===== src/rtl/core/cls_pkg.sv =====
// ----------------------------------------------------------------------------
// cls_pkg: shared types and constants for the linear system solver
// Sequencer state codes and the saturated 48-bit work arithmetic helpers.
// ----------------------------------------------------------------------------
package cls_pkg;

  localparam int MAX_DIM = 4;
  localparam int WORK_W  = 48;
  localparam int SOL_W   = 32;
  localparam int IDX_W   = $clog2(MAX_DIM);

  typedef logic signed [WORK_W-1:0] work_t;

  // divider request controls from sequencer to shared divider
  typedef struct packed {
    logic        start;
    logic        sol;      // 1: saturate to 32 bits, 0: to 48 bits
  } div_ctl_t;

  localparam logic [3:0] S_LOAD   = 4'd0;
  localparam logic [3:0] S_COPY   = 4'd1;
  localparam logic [3:0] S_PIVOT  = 4'd2;
  localparam logic [3:0] S_SWAP   = 4'd3;
  localparam logic [3:0] S_FACT   = 4'd4;
  localparam logic [3:0] S_ELIM   = 4'd6;
  localparam logic [3:0] S_DIAG   = 4'd7;
  localparam logic [3:0] S_DDONE  = 4'd8;
  localparam logic [3:0] S_QWAIT  = 4'd9;
  localparam logic [3:0] S_OUT    = 4'd10;

  // signed magnitude saturate to -cap..cap-1, cap 2^31 (sol) or 2^47
  function automatic work_t sat_mag(input logic [63:0] q, input logic neg,
                                    input logic sol);
    logic [63:0] cap;
    logic [63:0] m;
    begin
      cap = sol ? 64'h8000_0000 : 64'h8000_0000_0000;
      m = q;
      if (neg) begin
        if (m >= cap) m = cap;
        m = -m;
      end else if (m >= cap) begin
        m = cap - 64'd1;
      end
      sat_mag = m[WORK_W-1:0];
    end
  endfunction

  function automatic work_t sub_sat(input work_t a, input work_t b);
    logic signed [WORK_W:0] d;
    begin
      d = {a[WORK_W-1], a} - {b[WORK_W-1], b};
      if (d[WORK_W] != d[WORK_W-1])
        sub_sat = d[WORK_W] ? {1'b1, {(WORK_W-1){1'b0}}} : {1'b0, {(WORK_W-1){1'b1}}};
      else
        sub_sat = d[WORK_W-1:0];
    end
  endfunction

endpackage


===== src/rtl/core/cls_mul.sv =====
// ----------------------------------------------------------------------------
// cls_mul: shared saturating fixed-point multiplier
// Four 24x24 partial products in turn, then shift and saturate.
// ----------------------------------------------------------------------------
module cls_mul #(
  parameter int FRAC_BITS = 16
) (
  input  logic                 clk,
  input  logic                 rst_n,
  input  logic                 start,
  input  cls_pkg::work_t       a,
  input  cls_pkg::work_t       b,
  output logic                 done,
  output cls_pkg::work_t       p
);
  import cls_pkg::*;

  logic [2:0]  step_r;
  logic        busy_r;
  logic [47:0] ua_r, ub_r;
  logic        neg_r;
  logic [47:0] pp_r;
  logic [63:0] p0_r, p1_r, p2_r;
  logic [23:0] x, y;
  logic        ovf;
  logic [63:0] q;

  always_comb begin
    case (step_r)
      3'd0:    begin x = ua_r[23:0];  y = ub_r[23:0];  end
      3'd1:    begin x = ua_r[47:24]; y = ub_r[23:0];  end
      3'd2:    begin x = ua_r[23:0];  y = ub_r[47:24]; end
      default: begin x = ua_r[47:24]; y = ub_r[47:24]; end
    endcase
  end

  always_ff @(posedge clk) begin
    pp_r <= x * y;
  end

  assign ovf = (p2_r >= (64'd1 << (FRAC_BITS - 1))) || (p1_r >= (64'd1 << (23 + FRAC_BITS)));
  assign q = ovf ? (64'd1 << 47)
               : ((p2_r << (48 - FRAC_BITS)) + (p1_r << (24 - FRAC_BITS)) + (p0_r >> FRAC_BITS));

  always_ff @(posedge clk) begin
    if (!rst_n) begin
      busy_r <= 1'b0;
      step_r <= 3'd0;
      done   <= 1'b0;
    end else begin
      done <= 1'b0;
      if (start) begin
        busy_r <= 1'b1;
        step_r <= 3'd0;
        ua_r   <= a[47] ? 48'(-a) : a;
        ub_r   <= b[47] ? 48'(-b) : b;
        neg_r  <= a[47] ^ b[47];
        p1_r   <= 64'd0;
      end else if (busy_r) begin
        step_r <= step_r + 3'd1;
        case (step_r)
          3'd1: p0_r <= {16'd0, pp_r};
          3'd2: p1_r <= {16'd0, pp_r};
          3'd3: p1_r <= p1_r + {16'd0, pp_r};
          3'd4: p2_r <= {16'd0, pp_r};
          3'd5: begin
            p <= sat_mag(q, neg_r, 1'b0);
            done <= 1'b1;
            busy_r <= 1'b0;
          end
          default: ;
        endcase
      end
    end
  end
endmodule


===== config.mk =====
export PLATFORM = sky130hd
export DESIGN_NAME = cls_mul
export DESIGN_NICKNAME = d
export VERILOG_FILES = /design/src/rtl/core/cls_pkg.sv /design/src/rtl/core/cls_mul.sv
export SDC_FILE = /design/constraint.sdc
export NUM_CORES = 2
export LEC_CHECK = 0
export BUFFER_PORTS_ARGS = -buffer_cell sky130_fd_sc_hd__buf_4
export CAP_MARGIN = 10
export CORE_UTILIZATION = 30
export DETAILED_ROUTE_END_ITERATION = 7
export GPL_ROUTABILITY_DRIVEN = 0
export SETUP_SLACK_MARGIN = 0.4
export SLEW_MARGIN = 30
export SYNTH_ARGS = -nofsm -noshare
export SYNTH_HDL_FRONTEND = slang
export SYNTH_SLANG_ARGS = --single-unit
export TNS_END_PERCENT = 5

===== constraint.sdc =====
create_clock -name clk -period 26.1 [get_ports clk]
set_input_delay 5.22 -clock clk [delete_from_list [all_inputs] [get_ports clk]]
set_output_delay 5.22 -clock clk [all_outputs]
set_load 0.05 [all_outputs]

* Word-level counts from Yosys, hierarchy flattened
Index checks and enable logic that the tools add are counted.
** Word-level totals
- Register bits :: 358
- Bits in latches :: 0
- Bits in writable memories :: 0
- Bits in read-only memories :: 0
- Logic and storage cells :: 65
- Memories kept :: 0
** Cells by class
- $add $sub $neg :: 7
- Multipliers :: 1
- Div/mod/pow operators :: 0
- $lt $le $gt $ge :: 3
- Equal/unequal tests :: 5
- Shifts and indexed selects :: 0
- Mux-type cells :: 19
- Bitwise logic cells :: 4
- Reduce and logical (&&, ||, !) cells :: 13
** Operators by type and width (count)
- 48-bit 2-to-1 mux :: 8
- 48-bit negator :: 3
- 64-bit 2-to-1 mux :: 2
- 64-bit one-hot mux with 2 select lines :: 1
- 47-bit 2-to-1 mux :: 2
- 64-bit by 32-bit adder with 64-bit output :: 1
- 64-bit by 48-bit adder with 64-bit output :: 1
- 64-bit adder :: 1
- 64-bit by 40-bit greater-or-equal comparator with 1-bit output (second input constant) :: 1
- 64-bit by 48-bit greater-or-equal comparator with 1-bit output (second input constant) :: 1
- 48-bit by 16-bit greater-or-equal comparator with 1-bit output (second input constant) :: 1
- 24-bit by 24-bit multiplier with 48-bit output :: 1
- 24-bit 2-to-1 mux :: 2
- 4-bit AND reduction :: 3
- 3-bit by 2-bit == test with 1-bit output (second input constant) :: 2
- 3-bit == test (second input constant) :: 2
- 2-bit OR reduction :: 3
- 1-bit 2-to-1 mux :: 4
- 3-bit by 1-bit adder with 3-bit output (second input constant) :: 1
- 3-bit by 1-bit == test with 1-bit output (second input constant) :: 1
- 3-bit logical NOT :: 1
- 1-bit NOT :: 3
- 3-bit AND reduction :: 1
- 3-bit nonzero test :: 1
- 5 further kinds :: 5

* Depth between registers and ports, before layout
- Depth after elaboration :: 12
- Gate-level depth with buffers :: 34
- Depth with buffers taken out :: 32

* Worst setup path before layout
OpenSTA, ideal clock, no wires.
- Path type :: register -> register
- From :: register step_r[0]
- To :: register pp_r[45]
- Setup time :: 119 ps
- Arrival time :: 8829 ps
- Data required time :: 25981 ps
- Slack :: 17152 ps
- Cell stages (with the launch flop) :: 34
- Path buffers :: 2
- Cell sequence :: dfxtp_1 -> inv_1 -> ha_1 -> o21ai_1 -> buf_1 -> clkbuf_1 -> mux2i_1 -> nor2_1 -> fa_1 -> fa_1 -> inv_1 -> fa_1 -> inv_1 -> fa_1 -> inv_1 -> fa_1 -> inv_1 -> fa_1 -> inv_1 -> fa_1 -> inv_1 -> ha_1 -> and3_1 -> a221oi_1 -> a2bb2oi_1 -> a21o_1 -> a31oi_1 -> nor2_1 -> nor2_1 -> o41ai_1 -> nand2b_1 -> a41o_1 -> o41a_1 -> xor2_1
** Between the ends
- Cells in the longest elaborated chain, start to end :: 4
- Elaborated cells between the ends (all ways) :: 8
** Ends and longest elaborated chain
- from (decl) :: line cls_mul.sv:18 : logic [2:0] step_r;
- from (signal assigned) :: line cls_mul.sv:60 : step_r <= step_r + 3'd1;
- 3-bit by 2-bit == test with 1-bit output (tied with other cells) :: line cls_mul.sv:29 : case (step_r)
- 2-bit OR reduction (no source line)
- 24-bit 2-to-1 mux :: line cls_mul.sv:29
- 24-bit by 24-bit multiplier with 48-bit output * :: line cls_mul.sv:38 : pp_r <= x * y;
- to (signal assigned) :: line cls_mul.sv:38
- to (decl) :: line cls_mul.sv:22 : logic [47:0] pp_r;
Every way passes the cells marked *; elsewhere a longest branch is shown, timed or not.
A chain may end at the register's enable or synchronous reset.

* Final worst setup path
Ends and elaborated chain as after synthesis.

==> impl_metrics.toml <==
[outcome]
status = "finished, final reports clean"

[logic_synthesis]
yosysUniqueCellTypes = 98
async_flop_share_pct = 0
yosysTopAreaCellShare_pct = 24.4
syn-instance-count = 4208
synthFlopType = "edfxtp_1"
synth_seq_area_share_pct = 24.5
synthesis.nets = 5076
synth_edf_count = 289
netlist_area_sq_um = 39800
ys_warn_count = 0
yosysTopAreaCell = "fa_1"
ys_ff_latch = 342
synth.avg_cell_area_sq_um = 9.45
synth_area_leaders = "fa_1 (24%), edfxtp_1 (22%), ha_1 (9.0%)"

[routing]
dr.pass1.iters = 5
dr.first_iter.drc_count = 2452
vias = 30700
drc = 0
routed_via_density = 5.07
wl_um = 114000
wl_per_cell_um = 18.9
ant_nets = 0

[floorplan]
num_io_pins = 148
start_util_pct = 30.2
dieArea_sq_um = 134000
fp.coreArea_sq_um = 131000
die_x_um = 366
num_rows = 133
die_h_um = 366

[sta]
hold_violations = 0
fmax_mhz = 101
min_period_ns = 9.90
worstMarginPinSlew_ns = 0.960
finClkSkew_ns = 0.0336
setup_viol = 0
rsz0062_at_grt = "false"
period_share_pct = 37.9
maxSlewViolCount = 0
setup-tns-final_ns = 0
slew_headroom_pct = 34.2

[worst_setup_path]
r2r-start = "step_r[0]"
worstPathArrival_ns = 10.38
crit_start = "step_r[0]"
path_class = "register to register"
start_kind = "register"
crit_slowest_cell = "mux2i_1"
critPathMaxStageDelay_ns = 0.87
end_kind = "register"
critPathRequiredTime_ns = 26.58
path_max_fanout = 48

[cts]
htreeDepth = 2
insertion_delay_ns = 0.61
post_cts_buffers = 0
clock-sinks = 342
root_buffer = "clkbuf_16"
ctsHoldBuffers = 0
cts_resized = 0
cts_buffers = 39
clk_pin_slew_ns = 0.07
cts_tree = "yes"
cts_max_path_buffers = 3

[global_routing]
busiest_layer = "met2"
use_met3_pct = 3.46
grt_pass1_wl_um = 178000
grt.overflow.total = 0
grt_pass1_vias = 30500
antenna_found_initial = 3
grt_use_total_pct = 16.8
grt_max_degree = 92
use_met2_pct = 25.9
grt_use_met1_pct = 23.5

[finish]
final_util_pct = 33.7
final_common_cell = "inv_1"
fillCellCount = 13500
drive_above_1_share_pct = 9.17
areaGrowthSynthToFinish_pct = 11.3
nets = 5144
mostFrequentLayoutCells = "inv_1 (595), fa_1 (484), nand2_1 (440), nor2_1 (435), edfxtp_1 (289)"

[placed_design]
numPortBuffers = 147
post-dp-hpwl_um = 90200

[hold_path]
worstHoldPathType = "register to register"
hp-start = "pp_r[10]"

[flow_run]
maxCapViolations = 0
==> final timing paths <==
check,end,slack (ns),cells past startpoint
min,p2_r[10],0.52,0
min reg2reg,p2_r[10],0.52,0
max reg2reg,pp_r[45],16.20,32
max,pp_r[45],16.20,32
==> flip-flops by register name, summed over array words and instances (netlist names) <==
| signal | count |
|---|---|
| pp_r | 48 |
| p0_r | 32 |
| p1_r | 64 |
| done | 1 |
| busy_r | 1 |
| ua_r | 48 |
| neg_r | 1 |
| ub_r | 48 |
| p2_r | 48 |
| step_r | 3 |
| p | 48 |
==> critical path: cells and delay by family (launching register included) <==
family	cells	cell delay (ns)
adders and majority gates	9	4.13
xor gates and xnor gates	1	0.14
muxes	1	0.87
buffers and inverters	8	0.98
and+or+nand+nor	5	0.85
AOI/OAI and AO/OA	8	2.32
DFF	1	0.40
==> through the flow <==
stage,instance area (sq um),hold WS [ns],setup slack (ns),std cells
after CTS,44200,0.518,16.15,6062
after global placement,42900,0.498,16.37,5990
after global routing,44300,0.526,15.62,6062
after floorplan,39800,0.436,17.15,4208
after detailed placement,42900,0.509,16.19,5990
final,44300,0.522,16.20,6063
==> area by class of cell <==
cell class,count,area [sq um],area share [%]
Antenna cell,1,2.50,0.00565
Clock buffer,46,1100,2.48
Clock inverter,26,274,0.619
Inverter,596,2240,5.05
Multi-Input combinational cell,3100,27200,61.5
Sequential cell,342,9740,22.0
Tap cell,1755,2200,4.96
Timing Repair Buffer,197,1480,3.35
==> cell usage after synthesis (81+ instances only) <==
library cell and count:
xnor2_1 175, nand2_1 440, inv_1 595, fa_1 484, a21oi_1 199, o21ai_0 138
ha_1 285, nor2_1 437, clkbuf_1 146, mux2i_1 81, edfxtp_1 289, a21o_1 101
==> layer usage <==
| metal | up-vias | routed length (um) |
|---|---|---|
| met2 | 1221 | 49000 |
| met4 | 2 | 4270 |
| met3 | 229 | 9980 |
| li1 | 14300 | - |
| met1 | 15000 | 51200 |
| met5 | - | 13 |
==> cells by family (layout without fill, tap and decap cells) <==
logic type	after synthesis	after routing	synth area share [%]
flip-flops	342	342	24.5
AND/OR/NAND/NOR	1237	1237	14.1
AO/OA/AOI/OAI	730	730	12.1
XOR/XNOR	236	236	5.22
adder cells (fa/ha/maj)	769	769	33.3
multiplexers	128	128	3.37
other	0	1	0
buffers and inverters	766	865	7.30
Power is left out: the tool's default activity adds up to more than one toggle a clock period on the data nets, which glitch-free logic cannot reach.
