==> src/rtl/core/cls_pkg.sv <==
// ----------------------------------------------------------------------------
// cls_pkg: shared types and constants for the linear system solver
// Sequencer state codes and the saturated 48-bit work arithmetic helpers.
// ----------------------------------------------------------------------------
package cls_pkg;

  localparam int MAX_DIM = 4;
  localparam int WORK_W  = 48;
  localparam int SOL_W   = 32;
  localparam int IDX_W   = $clog2(MAX_DIM);

  typedef logic signed [WORK_W-1:0] work_t;

  // divider request controls from sequencer to shared divider
  typedef struct packed {
    logic        start;
    logic        sol;      // 1: saturate to 32 bits, 0: to 48 bits
  } div_ctl_t;

  localparam logic [3:0] S_LOAD   = 4'd0;
  localparam logic [3:0] S_COPY   = 4'd1;
  localparam logic [3:0] S_PIVOT  = 4'd2;
  localparam logic [3:0] S_SWAP   = 4'd3;
  localparam logic [3:0] S_FACT   = 4'd4;
  localparam logic [3:0] S_ELIM   = 4'd6;
  localparam logic [3:0] S_DIAG   = 4'd7;
  localparam logic [3:0] S_DDONE  = 4'd8;
  localparam logic [3:0] S_QWAIT  = 4'd9;
  localparam logic [3:0] S_OUT    = 4'd10;

  // signed magnitude saturate to -cap..cap-1, cap 2^31 (sol) or 2^47
  function automatic work_t sat_mag(input logic [63:0] q, input logic neg,
                                    input logic sol);
    logic [63:0] cap;
    logic [63:0] m;
    begin
      cap = sol ? 64'h8000_0000 : 64'h8000_0000_0000;
      m = q;
      if (neg) begin
        if (m >= cap) m = cap;
        m = -m;
      end else if (m >= cap) begin
        m = cap - 64'd1;
      end
      sat_mag = m[WORK_W-1:0];
    end
  endfunction

  function automatic work_t sub_sat(input work_t a, input work_t b);
    logic signed [WORK_W:0] d;
    begin
      d = {a[WORK_W-1], a} - {b[WORK_W-1], b};
      if (d[WORK_W] != d[WORK_W-1])
        sub_sat = d[WORK_W] ? {1'b1, {(WORK_W-1){1'b0}}} : {1'b0, {(WORK_W-1){1'b1}}};
      else
        sub_sat = d[WORK_W-1:0];
    end
  endfunction

endpackage

==> src/rtl/core/cls_div.sv <==
// ----------------------------------------------------------------------------
// cls_div: shared restoring divider, one quotient bit per cycle
// Quotient (n << FRAC_BITS) / d toward zero, saturated to 48 or 32 bits; 0 if d is 0.
// ----------------------------------------------------------------------------
module cls_div #(
  parameter int FRAC_BITS = 16
) (
  input  logic              clk,
  input  logic              rst_n,
  input  cls_pkg::div_ctl_t ctl,
  input  cls_pkg::work_t    n,
  input  cls_pkg::work_t    d,
  output logic              done,
  output cls_pkg::work_t    q
);
  import cls_pkg::*;

  localparam int TOT = 48 + FRAC_BITS;

  logic [6:0]     cnt_r;
  logic           busy_r, neg_r, sol_r;
  logic [TOT-1:0] num_r;
  logic [TOT-1:0] quo_r;
  logic [47:0]    rem_r;
  logic [47:0]    ud_r;
  logic [48:0]    trial;
  logic [63:0]    capq;

  assign trial = {rem_r[47:0], num_r[TOT-1]};
  assign capq  = (sol_r ? 64'h8000_0000 : 64'h8000_0000_0000);

  always_ff @(posedge clk) begin
    if (!rst_n) begin
      busy_r <= 1'b0;
      done   <= 1'b0;
      cnt_r  <= 7'd0;
    end else begin
      done <= 1'b0;
      if (ctl.start) begin
        busy_r <= 1'b1;
        cnt_r  <= 7'd0;
        neg_r  <= n[47] ^ d[47];
        sol_r  <= ctl.sol;
        num_r  <= {(n[47] ? 48'(-n) : n), {FRAC_BITS{1'b0}}};
        ud_r   <= d[47] ? 48'(-d) : d;
        rem_r  <= 48'd0;
        quo_r  <= '0;
      end else if (busy_r) begin
        if (cnt_r == 7'(TOT)) begin
          busy_r <= 1'b0;
          done   <= 1'b1;
          if (ud_r == 48'd0)
            q <= '0;
          else if (quo_r >= TOT'(capq))
            q <= sat_mag(capq, neg_r, sol_r);
          else
            q <= sat_mag({16'd0, quo_r[47:0]}, neg_r, sol_r);
        end else begin
          cnt_r <= cnt_r + 7'd1;
          num_r <= num_r << 1;
          if (trial >= {1'b0, ud_r}) begin
            rem_r <= 48'(trial - {1'b0, ud_r});
            quo_r <= {quo_r[TOT-2:0], 1'b1};
          end else begin
            rem_r <= trial[47:0];
            quo_r <= {quo_r[TOT-2:0], 1'b0};
          end
        end
      end
    end
  end
endmodule

==> config.mk <==
export PLATFORM = sky130hd
export DESIGN_NAME = cls_div
export DESIGN_NICKNAME = d
export VERILOG_FILES = /design/src/rtl/core/cls_pkg.sv /design/src/rtl/core/cls_div.sv
export SDC_FILE = /design/constraint.sdc
export NUM_CORES = 1
export LEC_CHECK = 0
export ABC_AREA = 1
export ABC_CLOCK_PERIOD_IN_PS = 18800
export CAP_MARGIN = 20
export CELL_PAD_IN_SITES_DETAIL_PLACEMENT = 1
export CELL_PAD_IN_SITES_GLOBAL_PLACEMENT = 2
export CORE_UTILIZATION = 30
export DETAILED_ROUTE_END_ITERATION = 12
export DONT_BUFFER_PORTS = 1
export PLACE_DENSITY_LB_ADDON = 0.1
export SYNTH_ARGS = -nofsm -noshare
export SYNTH_HDL_FRONTEND = slang
export SYNTH_SLANG_ARGS = --single-unit
==> constraint.sdc <==
create_clock -name clk -period 18.8 [get_ports clk]
set_input_delay 0 -clock clk [delete_from_list [all_inputs] [get_ports clk]]
set_output_delay 0 -clock clk [all_outputs]
set_load 0.005 [all_outputs]
# Word-level counts from Yosys, hierarchy flattened
# Cells that the tools add are included.
# word_totals
register_bits	283
inputBits	100
out_inout_bits	49
elab_cells	74
# classes
n_addsub	7
order_cmp	4
eq_ne	2
n_mux	36
bitwise_logic	5
reduce_logical	8
# op_table
op	count
two-way mux 48 bit	25
two-way mux 64 bit	5
negation 48 bit	4
greater-or-equal comparator 64 x 48 -> 1 bit	1
greater-or-equal comparator 64 bit	1
greater-or-equal comparator 49 x 48 -> 1 bit	1
greater-or-equal comparator 48 bit	1
zero test 48 bit	1
subtractor 48 x 1 -> 48 bit (second input constant)	1
subtractor 48 bit	1
two-way mux 47 bit	1
adder 7 x 1 -> 7 bit (second input constant)	1
equality test 7 bit (second input constant)	1
two-way mux 1 bit	5
inverter 1 bit	4
AND reduction 2 bit	2
AND reduction 4 bit	1
AND reduction 3 bit	1
OR reduction 3 bit	1
!= test 2 bit (second input constant)	1
nonzero test 2 bit	1
OR reduction 2 bit	1
bitwise XOR 1 bit	1

# Longest topological paths before layout
# depth
depth_word	13
ltp_mapped	25
ltp_nobuf	22

# Worst setup path after synthesis
# Ideal clock, no wire load.
# synth_timing
kind	register -> register
from	register cnt_r[0]
to	register num_r[16], enable pin
setup_time_ns	0.901
arrival_ns	12.171
required_ns	17.899
setup_slack_ns	5.728
path_stages_with_launch	8
path_buffers	0
period_less_slack_ns	13.072
path_cell_list	dfxtp_1 > inv_1 > ha_1 > nand3_1 > nor4_1 > nor2_1 > inv_1 > o21ai_0
# synth_between
elab_chain_cells	3
# synth_rtl
element	line	text
from (decl)	cls_div.sv:20	logic [6:0] cnt_r;
from (signal assigned)	cls_div.sv:59	cnt_r <= cnt_r + 7'd1;
equality test 7 bit	cls_div.sv:49	if (cnt_r == 7'(TOT)) begin
!= test 2 bit (no line)	-	
AND reduction 3 bit (no line)	-	
to (signal assigned)	cls_div.sv:44	num_r <= {(n[47] ? 48'(-n) : n), {FRAC_BITS{1'b0}}};
to (signal assigned)	cls_div.sv:60	num_r <= num_r << 1;
to (decl)	cls_div.sv:22	logic [TOT-1:0] num_r;
# No other way between the ends.
# A chain may end at the register's enable or synchronous reset.

# Worst setup path in the final report
# layout_timing
from	register sol_r
to	register q[44] (data pin)
# layout_between
elab_chain_cells	13
elab_cells_between_ends	27
cone_classes	add/sub: 3; order compare: 3; mux: 21
# layout_rtl
element	line	text
from (decl)	cls_div.sv:21	logic busy_r, neg_r, sol_r;
from (signal assigned)	cls_div.sv:43	sol_r <= ctl.sol;
two-way mux 48 bit (*)	cls_pkg.sv:37, cls_div.sv:30	
greater-or-equal comparator 48 bit	cls_pkg.sv:40, cls_pkg.sv:42	
two-way mux 48 bit	cls_pkg.sv:40	if (m >= cap) m = cap;
two-way mux 48 bit	cls_pkg.sv:39	if (neg) begin
two-way mux 48 bit	cls_div.sv:54	else if (quo_r >= TOT'(capq))
two-way mux 48 bit	cls_div.sv:52	if (ud_r == 48'd0)
two-way mux 48 bit	cls_div.sv:49	
two-way mux 48 bit	cls_div.sv:48	end else if (busy_r) begin
two-way mux 48 bit	cls_div.sv:39	if (ctl.start) begin
two-way mux 48 bit	cls_div.sv:33	if (!rst_n) begin
negation 48 bit	cls_pkg.sv:41	m = -m;
two-way mux 48 bit	cls_pkg.sv:39	
two-way mux 48 bit (*)	cls_div.sv:54	
to (signal assigned)	cls_div.sv:55	q <= sat_mag(capq, neg_r, sol_r);
to (signal assigned)	cls_div.sv:57	q <= sat_mag({16'd0, quo_r[47:0]}, neg_r, sol_r);
to (decl)	cls_div.sv:14	output cls_pkg::work_t q
# Mark *: on every way between the ends. The rest lies on a longest branch, timed or not. The select of a mux whose other input is x is not followed.

==> metrics.txt <==
status=finished, violations left; violated checks=hold timing; Mapped Area=18230 sq um; Area growth syn-to-layout=19.09%; Final #Nets=2582; PD cells=92.69 nW/um^2; CORE AREA=59580 sq um; number of failing hold endpoints at the final stage=1; Netlist cell types=54; #FFs+latches synth=267; Slew Viols, Final=0; Post-Syn Area per Cell=7.930 sq um; setup_tns=0 ns; HPWL Detailed=44.35 mm; relative slew slack=32.62%; CP Max Fanout=63; Leakage Power=8.574 nW; GP Congestion=0.8323; drt first pass iters=4; first-pass GRT wire length=95.77 mm; Worst Path Arrival=4.21 ns; Max-cap violations=0; Final setup viols=0; area of the die=61760 sq um; CTS tree=yes; vias per inst=4.972; layout cells sized above 1=5.141%; top cells by area, synth=edfxtp_1 42%, nand2_1 7.6%, nor2_1 6.8%; CTS buffer count=36; Critical Setup Path Class=reg -> reg; routed wire length=60.18 mm; Initial Util=30.60%; vias in the first global route=17080; PortBufs=0; IO Pins=149; Critical Path Start Type=flip-flop; Reg clk slew, reported paths=0.06 ns; RSZ-0062 raised after global routing=no; critical path capture point type=flip-flop; Yosys top cell by area=edfxtp_1; share of the synthesized area in the top cell type=42.50%; post-route ant nets=0; FP Rows=89; Worst VDD drop=46.73 uV; sequential area share after synthesis=43.49%; H-tree levels=2; Hold Slack=-0.009281 ns; Total GRT Usage=19.43%; Cells after Synth=2299; Worst-Skew Late Latency=0.55 ns; slew at the pin closest to its max-slew limit=1.007 ns; Critical Path Start=sol_r; maximum clock frequency=253.6 MHz; most frequent cells in the layout=371 x nand2_1, 327 x nor2_1, 286 x inv_1; postcts setup bufs=0; initial antenna violation count=1; CP required=19.07 ns; clk_skew=0.02061 ns; grt total ovfl=0; Root Buffer=clkbuf_16; syn_nets=2455; largest net degree at the start of global routing=161; DR WL/cell=18.67 um; clk sinks=267; Die Width=248.5 um; Die Span Y=248.5 um; RR Startpoint=sol_r; yosys warns=0; DRT iter0 DRCs=615; most common cell after layout, fill and taps aside=nand2_1; Final min period=3.943 ns; DRC=0; Hold Startpoint=n[43]; Vias=16030; Diodes inserted=0; class of the worst hold path=in -> reg; CTS max path bufs=3; Final Cycle Share=20.97%
synth_stat cells (all sizes together):
| master | number |
|---|---|
| nand2 | 380 |
| nor2 | 352 |
| inv | 295 |
| edfxtp | 258 |
| o21ai | 197 |
| a21oi | 194 |
| nand3 | 152 |
| xor2 | 79 |
| ha | 55 |
| xnor2 | 50 |
| clkbuf | 43 |
| buf | 32 |
| nor4 | 31 |
| nor3 | 30 |
| nand4 | 29 |
| a31oi | 20 |
| o211ai | 18 |
| nand3b | 12 |
| a21o | 10 |
| o21a | 10 |
| o41ai | 10 |
| dfxtp | 9 |
| a21boi | 6 |
| or2 | 6 |
| a211oi | 4 |
| o21bai | 4 |
| o31ai | 3 |
| a221oi | 2 |
| and3 | 2 |
| and2 | 1 |
| clkinv | 1 |
| fa | 1 |
| nor4b | 1 |
| o211a | 1 |
| o221ai | 1 |
cell families after synthesis:
kind of cell / synth area share (%)
AOI/OAI and AO/OA: 14.58
xor gates and xnor gates: 6.198
adders and majority gates: 3.885
buffers and inverters: 7.996
DFF: 43.49
and+or+nand+nor: 23.86
sequential cells by signal (all words and copies together), names as in the netlist:
name and count:
busy_r 1, sol_r 1, cnt_r 7, num_r 48
ud_r 48, q 48, neg_r 1, quo_r 64
done 1, rem_r 48
worst paths after layout:
path                     to  slack [ns]  depth (start not counted)
hold reg to reg    cnt_r[5]        0.48                          2
setup reg to reg      q[44]       14.86                         21
hold / removal    num_r[63]      -0.009                          5
setup / recovery      q[44]       14.86                         21
what timing repair did:
| item | 4_1_cts | 5_1_grt |
|---|---|---|
| endpoints found under the hold margin | 182 | 0 |
| resized for setup | 0 | 0 |
| hold buffers | 154 | 0 |
area by class of cell:
cell class              instances  area [sq um]
clock buffers                  42         944.7
flip-flops and latches        267          7928
multi-input cells            1661          8876
clock inverters                21         206.4
repair buffers                164          1677
well taps                     773         967.2
inverters                     296          1112
fillers                      7083         37870
through the flow:
stage	util, %	cell area (sq um)	setup slack, ns	cells	power [mW]
finish	36.44	21710	14.86	3224	2.012
global route	36.44	21710	14.47	3224	2.136
floorplan	-	18230	5.728	2299	1.161
detailed placement	31.83	18960	14.87	3006	1.299
CTS	36.40	21680	14.85	3223	2.045
global placement	31.83	18960	14.97	3006	1.297
worst max-delay path, cell delays in order, from the launching register on:
cell and delay (ns):
edfxtp_1 0.53, ha_1 0.38, inv_1 0.05, nor2_1 0.08, nand2_1 0.10, nor2_1 0.11, nand3_1 0.10, inv_1 0.08
nand2_2 0.11, nand2_4 0.57, nor2_1 0.15, inv_1 0.09, ha_1 0.19, nand2_1 0.11, nor2_1 0.15, nand2_1 0.07
nand2_1 0.12, nand2_2 0.13, nor2_2 0.23, nand3_1 0.10, nand3_1 0.10, a21oi_1 0.07
routing by layer:
layer / up-vias / share of wire (%) / global-route usage, %
li1: 8055 / - / -
met1: 7681 / 48 / 25.79
met2: 212 / 47 / 32.86
met3: 83 / 3.0 / 2.638
met4: 0 / 2.4 / 5.608
met5: - / 0 / 0
power breakdown:
part | switching, mW | internal [mW] | total [mW]
Sequential | 0.0291 | 0.723 | 0.752
Combinational | 0.378 | 0.197 | 0.575
Clock | 0.273 | 0.413 | 0.686
No activity file was read; power rests on OpenSTA's default activity.
